**config.mk**
```make
export PLATFORM = sky130hd
export DESIGN_NAME = ptpf_ram
export DESIGN_NICKNAME = d
export VERILOG_FILES = /design/src/sv/ptpf_ram.sv
export SDC_FILE = /design/constraint.sdc
export NUM_CORES = 1
export LEC_CHECK = 0
export ABC_AREA = 1
export BUFFER_PORTS_ARGS = -buffer_cell sky130_fd_sc_hd__buf_2
export CAP_MARGIN = 10
export CORE_UTILIZATION = 35
export DETAILED_ROUTE_END_ITERATION = 8
export GPL_TIMING_DRIVEN = 0
export SLEW_MARGIN = 20
export SYNTH_ARGS = -nofsm -noshare
export SYNTH_HDL_FRONTEND = slang
export SYNTH_SLANG_ARGS = --single-unit
```
**constraint.sdc**
```tcl
create_clock -name i_clk -period 1.1 [get_ports i_clk]
set_input_delay 0.165 -clock i_clk [delete_from_list [all_inputs] [get_ports i_clk]]
set_output_delay 0.165 -clock i_clk [all_outputs]
set_load 0.01 [all_outputs]
```
**src/sv/ptpf_ram.sv**
```systemverilog
module ptpf_ram
    #(
        parameter int WIDTH = 8,
        parameter int DEPTH = 32
    )
    (
        input  logic                                  i_clk,
        input  logic                                  i_we,
        input  logic [(DEPTH > 1 ? $clog2(DEPTH) : 1)-1:0] i_waddr,
        input  logic [WIDTH-1:0]                      i_wdata,
        input  logic                                  i_re,
        input  logic [(DEPTH > 1 ? $clog2(DEPTH) : 1)-1:0] i_raddr,
        output logic [WIDTH-1:0]                      o_rdata
    );

    logic [WIDTH-1:0] r_mem [DEPTH];
    logic [WIDTH-1:0] r_rdata;

    always_ff @(posedge i_clk) begin
        if (i_we) begin
            r_mem[i_waddr] <= i_wdata;
        end
        if (i_re) begin
            r_rdata <= r_mem[i_raddr];
        end
    end

    assign o_rdata = r_rdata;

endmodule

```
==> flow_summary.toml <==
[clock_network]
cts_buffer_depth = 3
cts_tree = "built"
htreeDepth = 1
cts.sinks = 264
cts_root_buffer = "clkbuf_16"
clk_pin_slew_ps = 60
post-cts-setup-buffer-count = 0
clkLatencyLatePin_ps = 540
cts_made_buffers = 28

[die]
initial_core_util_pct = 35.5
row_count = 64
fp.coreArea_mm2 = 0.0306
die_w_um = 178
io_pins = 29
die_h_um = 178
fp.dieArea_mm2 = 0.0318

[sta]
rsz0062_at_grt = "true"
layout_setup_ws_ps = -161
finalSetupTns_ps = -2060
min_period_over_period_pct = 115
max_freq_ghz = 0.793
clock_skew_ps = 7.82
slew_violations = 0
hold_viol = 0
tightest_slew_ps = 814
slew_headroom_pct = 45.7
finalSetupViolations = 24
period_needed_ps = 1260

[power]
netSwitchingPower_mw = 4.93
internal_power_mw = 17.2
combinationalPowerShare_pct = 7.7
power_mw = 22.1
ir_drop_mv = 0.785
p_per_area_mw_per_mm2 = 1680
p_clk_share_pct = 41.3
swShare_pct = 22.3
p_leak_nw = 4.76
p_seq_share_pct = 51.0

[global_route]
grt_util_met1_pct = 25.4
grt_pass1_wl_mm = 41.9
grt_pass1_vias = 6848
antenna_found_initial = 1
grtUsageTotal_pct = 18.3
grt_max_degree = 33
overflow = 0
use_met3_pct = 3.88
grt_use_met2_pct = 28.7
top_usage_layer = "met2"

[drt]
wl_per_cell_um = 20.2
vias = 7039
drt-pass1-iter-count = 5
post-route-drc-count = 0
vias_per_cell = 5.06
finalWirelength_mm = 28.2
first_iter_violations = 622
ant_nets = 0

[run]
max_cap_viol_count = 0

[setup_path]
critical_path_required_ps = 1390
crit_slowest_cell = "edfxtp_1"
crit_path_start_kind = "flop"
cp-end-kind = "flop"
path_common_cell = "nand2_1"
critical-path-max-stage-delay_ps = 370
critPathMaxFanout = 1
r2r_slack_ps = -160
critPathKind = "flop to flop"
crit_buf_inv = 0
path_cells = "nand2_1 -> nand3_2 -> nand3_4 -> nand2_2 -> nand2_1 -> nand2_1 -> nand2_1 -> nand2_2"
critPathArrivalTime_ps = 1550
crit_family = "simple AND/OR/NAND/NOR gates"

[outcome]
violations = "negative setup slack"
status = "complete, but fails checks"

[place]
dpl.hpwl_mm = 17.9
port_buffers = 25
gp_congestion = 0.902
place_area_mm2 = 0.0116

[logic_synthesis]
synth_warnings = 0
synth_seq_area_share_pct = 73.0
synthCells = 922
ys_types = 11
post_synth_instance_area_mm2 = 0.0109
avgSynthCellArea_um2 = 11.8
postSynthRegisterBits = 264
syn_nets = 943

[final_layout]
utilization_pct = 42.9
final_common_cell = "nand2_1"
num_antenna_cells = 0
final_layout_size_suffix_gt1_share_pct = 25.5
final_cell_mix = "nand2_1, edfxtp_1, nand3_1"
syn2layout_area_growth_pct = 20.9
final_nets = 999
fillers = 2828
design_area_mm2 = 0.0131

[hold_path]
hold_class = "input port to flop"
==> area by class of cell <==
type                    instances  area, um2  area share [%]
inverters                      10       42.5           0.324
repair buffers                 26        135            1.03
flip-flops and latches        264       7930            60.3
plain buffers                  52        464            3.53
well taps                     396        495            3.77
multi-input cells             596       3190            24.3
clock buffers                  32        737            5.61
clock inverters                16        148            1.12
==> metal layers <==
| metal | vias up | share of wire, % |
|---|---|---|
| met5 | - | 0.028 |
| met4 | 2 | 1.9 |
| met3 | 34 | 7.6 |
| met2 | 241 | 46 |
| met1 | 3437 | 44 |
| li1 | 3325 | - |
==> synthesized netlist by cell type <==
cell / count / area share [%]
inv_2: 2 / 0.069
nor2_1: 32 / 1.1
nand2_1: 360 / 12
clkbuf_1: 7 / 0.24
edfxtp_1: 264 / 73
buf_2: 15 / 0.69
nand3_1: 204 / 9.4
inv_1: 8 / 0.28
buf_1: 2 / 0.069
buf_4: 4 / 0.28
buf_6: 24 / 2.5
==> kinds of logic (layout without fill, tap and decap cells) <==
family	count (synthesis)	count (layout)	share of synthesized area, %
simple gates	596	596	22.9
flops	264	264	73.0
buf+inv	62	136	4.11
==> worst min-delay path: stages <==
cell      delay, ps
clkbuf_1        180
nand2_1         120
nand2_2          60
==> power groups by stage <==
stage / Sequential (mW) / Clock (mW) / Combinational, mW
after detailed placement: 11.5 / 0 / 1.49
final: 11.3 / 9.12 / 1.71
after global placement: 11.5 / 0 / 1.47
after CTS: 11.3 / 9.23 / 1.62
after floorplan: 11.5 / 0 / 0.833
after global routing: 11.3 / 9.64 / 1.86
==> flip-flops by register name, indices dropped and copies added, names as in the netlist <==
name and flops:
o_rdata 8, r_mem 256
==> metrics by stage <==
step / std cells / setup slack [ps] / hold slack (ps)
floorplan: 922 / -99.0 / 264
global placement: 1343 / -842 / 495
detailed placement: 1343 / -889 / 499
CTS: 1392 / -212 / 129
global route: 1392 / -238 / 174
finish: 1392 / -161 / 165
==> repair_timing <==
| item | 4_1_cts | 5_1_grt |
|---|---|---|
| hold buffers | 1 | 0 |
| endpoints found under the hold margin | 8 | 0 |
| gates resized for setup | 101 | 64 |
| pin swaps | 102 | 45 |
| gates cloned | 0 | 0 |
| setup endpoints to repair | 256 | 268 |
==> final timing paths <==
check                                  start    endpoint  depth (start not counted)
worst max register to register  r_mem[29][3]  o_rdata[3]                          8
worst min register to register   r_mem[0][6]  o_rdata[6]                          8
worst max-delay path            r_mem[29][3]  o_rdata[3]                          8
worst min-delay path              i_raddr[4]  o_rdata[6]                          3
(Power assumes the default switching activity.)
