## src/sv/ptpf_pkg.sv

```systemverilog
package ptpf_pkg;

    typedef enum logic [2:0] {
        POL_ON_CHANGE    = 3'd0,
        POL_ON_THRESHOLD = 3'd1,
        POL_PERIODIC     = 3'd2,
        POL_CONTINUOUS   = 3'd3,
        POL_ON_UPDATE    = 3'd4
    } t_policy;

    // floor(x / 10) = (x * RECIP10) >> RECIP10_SHIFT, exact for x < 2^32
    localparam logic [31:0] RECIP10       = 32'hCCCC_CCCD;
    localparam int          RECIP10_SHIFT = 35;

    typedef struct packed {
        logic [2:0]         policy;
        logic [23:0]        period;
        logic [30:0]        thr;
        logic signed [31:0] analog;
        logic [7:0]         level;
        logic [31:0]        now;
    } t_sample;

    typedef struct packed {
        logic [7:0]         level;
        logic signed [31:0] analog;
        logic [31:0]        stamp;
    } t_entry;

    localparam int ENTRY_W = $bits(t_entry);

endpackage

```

## src/sv/ptpf_decide.sv

```systemverilog
module ptpf_decide
    import ptpf_pkg::*;
    (
        input  t_sample     i_smp,
        input  logic [23:0] i_limit,
        input  logic        i_ever,
        input  t_entry      i_cur,
        output logic        o_publish,
        output t_entry      o_next
    );

    logic [31:0] elapsed;
    logic [32:0] diff;
    logic [32:0] mag;
    logic        beat_due;

    always_comb begin
        elapsed  = i_smp.now - i_cur.stamp;
        diff     = {i_smp.analog[31], i_smp.analog} - {i_cur.analog[31], i_cur.analog};
        mag      = diff[32] ? (33'd0 - diff) : diff;
        beat_due = (i_smp.period != 24'd0) && (elapsed >= {8'd0, i_smp.period});

        o_publish = 1'b0;
        o_next    = i_cur;

        case (i_smp.policy)
            POL_ON_CHANGE: begin
                if (!i_ever || (i_cur.level != i_smp.level)) begin
                    o_publish    = 1'b1;
                    o_next.level = i_smp.level;
                    o_next.stamp = i_smp.now;
                end else if (beat_due) begin
                    // heartbeat: level kept
                    o_publish    = 1'b1;
                    o_next.stamp = i_smp.now;
                end
            end
            POL_ON_THRESHOLD: begin
                if (!i_ever || (mag >= {2'b00, i_smp.thr}) || beat_due) begin
                    o_publish     = 1'b1;
                    o_next.analog = i_smp.analog;
                    o_next.stamp  = i_smp.now;
                end
            end
            POL_PERIODIC: begin
                if (!i_ever || (elapsed >= {8'd0, i_limit})) begin
                    o_publish    = 1'b1;
                    o_next.level = i_smp.level;
                    o_next.stamp = i_smp.now;
                end
            end
            POL_CONTINUOUS: begin
                o_publish    = 1'b1;
                o_next.stamp = i_smp.now;
            end
            POL_ON_UPDATE: begin
                o_publish     = 1'b1;
                o_next.level  = i_smp.level;
                o_next.analog = i_smp.analog;
                o_next.stamp  = i_smp.now;
            end
            default: begin
                o_publish = 1'b0;
            end
        endcase
    end

endmodule

```

## config.mk

```make
export PLATFORM = sky130hd
export DESIGN_NAME = ptpf_decide
export DESIGN_NICKNAME = d
export VERILOG_FILES = /design/src/sv/ptpf_pkg.sv /design/src/sv/ptpf_decide.sv
export SDC_FILE = /design/constraint.sdc
export NUM_CORES = 1
export LEC_CHECK = 0
export ABC_AREA = 1
export BUFFER_PORTS_ARGS = -buffer_cell sky130_fd_sc_hd__buf_2
export CAP_MARGIN = 20
export CORE_UTILIZATION = 57
export DETAILED_ROUTE_END_ITERATION = 8
export PLACE_DENSITY = 0.86
export SLEW_MARGIN = 30
export SYNTH_ARGS = -nofsm -noshare
export SYNTH_HDL_FRONTEND = slang
export SYNTH_SLANG_ARGS = --single-unit
```

## constraint.sdc

```tcl
create_clock -name vclk -period 8.05
set_input_delay 1.2075 -clock vclk [all_inputs]
set_output_delay 1.2075 -clock vclk [all_outputs]
set_load 0.005 [all_outputs]
```

==> results.cfg, run 1 <==
[setup_path]
path_buf_inv = 7
cp-end-kind = output pin
critPathTopFamily = simple AND/OR/NAND/NOR gates
crit_type = in -> out
slowest_delay_ps = 400
critPathArrivalTime_ps = 6390
cpMostUsedCell = nand2_1
path_max_fanout = 32
crit_required_ps = 6840
startpoint_type = primary input
cpMaxStageDelayCell = fa_1

[sta]
finalMaxSlewViolations = 0
period_minus_slack_ps = 7594
hold_viol_final = 0
rsz0062_at_grt = true
setup_viol = 0
period_share_pct = 94.33
fin_ws_ps = 456.1
fin_tns_setup_ps = 0
slew_headroom_pct = 47.59
worst_slew_pin_slew_ps = 775.9
fmax_mhz = 131.7

[synth]
avgSynthCellArea_um2 = 5.086
synth_nets = 2605
syn_inst = 2233
seq_area_frac_synth_pct = 0
netlist_area_mm2 = 0.01136
yosysWarnings = 0
synth_cell_types = 50

[status]
outcome = completed

[die]
die_area_mm2 = 0.02049
num_rows = 51
core_mm2 = 0.01953
fp.dieH_um = 143.2
start_util_pct = 58.16
die_w_um = 143.2
ios = 300

[layout]
stdcell_count = 2750
area_growth_pct = 14.71
regArea_um2 = 0
seq_cells = 0
clkbuf_count = 0
fill_cells = 1944
final_nets = 2857
drive_gt1_share_pct = 15.22

[cts]
cts_setup_buffers = 0
holdBufCountCts = 0
post_cts_resized = 0

[placement]
gp_congestion = 1.117
dp_hpwl_um = 35350
port_buffers = 300
post-place-ws_ps = 376.8
placed_cells = 2748

[global_route]
grt_max_degree = 82
antenna_found_initial = 2
overflow = 0
grt_pass1_vias = 14340
track_usage_pct = 40.66
grt_pass1_wl_um = 66950

[power]
leakagePower_uw = 0.007827
vdd_ir_drop_max_mv = 0.04805
power.density_mw_per_mm2 = 85.54

[flow_run]
cap_violations = 0

[route]
ant_nets = 0
firstDrtPassIters = 6
via_per_inst = 5.604
wirelength_um = 42550
num_vias = 15410
drt_iter0_drc = 1158
routedWlPerCell_um = 15.47
drc = 0

[worst_hold_path]
hold_class = in -> out
-- per-layer routing --
layer,GRT usage [%],vias up,share of wire (%)
met2,73.45,905,48
met3,4.359,197,7.9
met4,30.22,0,7.2
li1,-,7659,-
met5,0,-,0
met1,43.71,6650,37
-- power by group --
| group | internal [µW] | switching (µW) | leakage, µW | total [µW] |
|---|---|---|---|---|
| Sequential | 0 | 0 | 0 | 0 |
| Combinational | 402 | 713 | 0.00783 | 1110 |
| Clock | 0.0000332 | 0 | 0.0000000127 | 0.0000333 |
-- logic make-up (layout without fill, tap and decap cells) --
| kind of cell | count (synthesis) | count (layout) | share of synthesized area (%) |
|---|---|---|---|
| simple gates | 1242 | 1242 | 47.87 |
| fa+ha+maj | 145 | 145 | 16.11 |
| other cells | 0 | 2 | 0 |
| xor+xnor | 58 | 58 | 4.539 |
| compound gates | 275 | 275 | 13.69 |
| buf+inv | 513 | 763 | 17.79 |
-- layout make-up --
class	count	area [µm²]	area share [%]
Timing Repair Buffer	315	1638	12.57
Antenna cell	2	5.005	0.03842
Tap cell	265	331.6	2.545
Multi-Input combinational cell	1720	9371	71.94
Inverter	448	1682	12.91
-- worst paths after layout --
| check | slack [ps] | depth (start not counted) | to | start |
|---|---|---|---|---|
| max | 460 | 37 | o_next[56] | i_smp[40] |
| min | 2720 | 4 | o_next[34] | i_smp[42] |
-- placed cells by master (no fill, tap or decap), types with 9 or more instances in the layout --
cell and count:
a21oi_1 125, a31oi_1 12, buf_2 300, buf_4 12, ha_1 143, inv_1 442
nand2_1 703, nand2_2 9, nand3_1 172, nand3b_1 13, nand4_1 103, nor2_1 164
nor2_2 34, nor3_1 17, o211ai_1 33, o21ai_0 76, o21bai_1 14, xnor2_1 12
xor2_1 45
-- stage by stage --
stage	power, µW	area [µm²]	hold slack (ps)	utilization (%)
2_1_floorplan	742.8	11360	2518	-
3_3_place_gp	1053	13000	2714	66.56
6_report	1114	13030	2717	66.72
3_5_place_dp	1084	13000	2714	66.56
5_1_grt	1242	13030	2734	66.72
4_1_cts	1089	13000	2719	66.56
-- cell usage after synthesis (3+ instances only) --
master,n,area [µm²]
nand4_1,103,644.4
xor2_1,45,394.1
buf_4,6,45.04
a221oi_1,3,26.28
inv_1,443,1663
nand3_1,172,860.8
a21oi_1,125,625.6
a31oi_1,12,75.07
o21bai_1,14,105.1
nor3_1,19,95.09
nand2_2,9,56.30
nor2_2,33,206.5
inv_2,4,15.01
buf_2,14,70.07
o21ai_0,76,380.4
o211ai_1,33,247.7
nor4_1,8,50.05
ha_1,143,1789
nand2_1,703,2639
xnor2_1,12,105.1
clkbuf_1,38,142.6
nand3b_1,13,97.59
nor2_1,165,619.3
and2_1,3,18.77
nand3_2,3,30.03
No activity file was read; power rests on OpenSTA's default activity.
==> inputs of run 2 (changes only) <==
--- a/config.mk
+++ b/config.mk
@@ -10,6 +10,7 @@
 export CAP_MARGIN = 20
 export CORE_UTILIZATION = 57
 export DETAILED_ROUTE_END_ITERATION = 8
+export MAX_ROUTING_LAYER = met4
 export PLACE_DENSITY = 0.86
 export SLEW_MARGIN = 30
 export SYNTH_ARGS = -nofsm -noshare
==> results.cfg, run 2 (synthesis results as in run 1) <==
[setup_path]
critPathArrivalTime_ps = 6330
slowest_delay_ps = 390
path_max_fanout = 32
crit_path_start = i_smp[40]
cp-end-kind = output pin
cpMostUsedCell = nand2_1
crit_type = in -> out
path_buf_inv = 7
endpoint = o_next[47]
cp.depth = 37
critPathTopFamily = simple AND/OR/NAND/NOR gates
cpMaxStageDelayCell = fa_1
startpoint_type = primary input
crit_required_ps = 6840

[cts]
holdBufCountCts = 0

[sta]
fin_tns_setup_ps = 0
period_share_pct = 93.68
worst_slew_pin_slew_ps = 824.1
finalMaxSlewViolations = 0
fmax_mhz = 132.6
setup_viol = 0
slew_headroom_pct = 44.34
hold_viol_final = 0
fin_ws_ps = 508.8
holdWs_ps = 2715
period_minus_slack_ps = 7541

[die]
core_mm2 = 0.01953
fp.dieH_um = 143.2
die_w_um = 143.2
ios = 300
die_area_mm2 = 0.02049
num_rows = 51
start_util_pct = 58.16

[placement]
post-place-ws_ps = 334.4
port_buffers = 300
placed_cell_area_mm2 = 0.01299
dp_hpwl_um = 35390
gp_congestion = 1.107

[layout]
final_nets = 2855
multi_input_area_mm2 = 0.009379
clkbuf_count = 0
regArea_um2 = 0
area_growth_pct = 14.75
fin_area_mm2 = 0.01303
drive_gt1_share_pct = 15.28
seq_cells = 0
fill_cells = 1873
final_cell_mix = nand2_1 (703), inv_1 (441), buf_2 (300), nand3_1 (171), nor2_1 (164)
final_common_cell = nand2_1

[global_route]
track_usage_pct = 42.05
antenna_found_initial = 2
grt_max_degree = 88
met2_usage_pct = 73.94
grt_pass1_wl_um = 67170
grtUsageMet1_pct = 44.43
grt-busiest-layer = met2
grt_pass1_vias = 14210
overflow = 0
grt_use_met3_pct = 4.997

[worst_hold_path]
hold_class = in -> out

[power]
vdd_ir_drop_max_mv = 0.05312
power.density_mw_per_mm2 = 85.95
leakagePower_uw = 0.007822

[route]
wirelength_um = 42920
num_vias = 15520
drc = 0
drt_iter0_drc = 1190
via_per_inst = 5.647
routedWlPerCell_um = 15.62
ant_nets = 0
firstDrtPassIters = 8

[flow_run]
cap_violations = 0

[status]
outcome = completed
run 2: final cells by class:
class	instances	area share, %
antenna	2	0.03840
tap	265	2.544
multi-input combinational	1720	71.97
inverter	448	12.90
timing repair buffer	313	12.55
run 2: repair_timing:
| action | in CTS | in global routing |
|---|---|---|
| endpoints found under the setup margin | 0 | 64 |
| setup buffers | 0 | 0 |
| resized for setup | 0 | 8 |
run 2: routing by layer:
layer | up-vias | wire, µm
met5 | - | 0
met4 | 0 | 2921
met3 | 193 | 3472
met2 | 859 | 20690
met1 | 6805 | 15840
li1 | 7662 | -
run 2: worst min path at each step:
stage,from,end,cells after the start
finish,i_smp[67],o_next[59],4
global route,i_cur[12],o_next[12],4
CTS,i_cur[12],o_next[12],4
detailed placement,i_smp[47],o_next[39],4
global placement,i_smp[66],o_next[58],4
floorplan,i_cur[65],o_next[65],2
run 2: worst min-delay path, delay by kind of cell:
family,cells,cell delay [ps]
AO/OA/AOI/OAI,1,40
buffers and inverters,2,200
AND/OR/NAND/NOR,1,70
run 2: report_power, final:
group	internal, µW	switching (µW)	leakage (µW)
sequential	0	0	0
combinational	403	717	0.00782
clock	0.0000332	0	0.0000000127
total	403	717	0.00782
run 2: metrics by stage:
stage	std cells	utilization (%)	power, µW
2_1_floorplan	2233	-	742.8
3_3_place_gp	2746	66.54	1059
3_5_place_dp	2746	66.54	1085
4_1_cts	2746	66.54	1090
5_1_grt	2748	66.74	1245
6_report	2748	66.74	1120
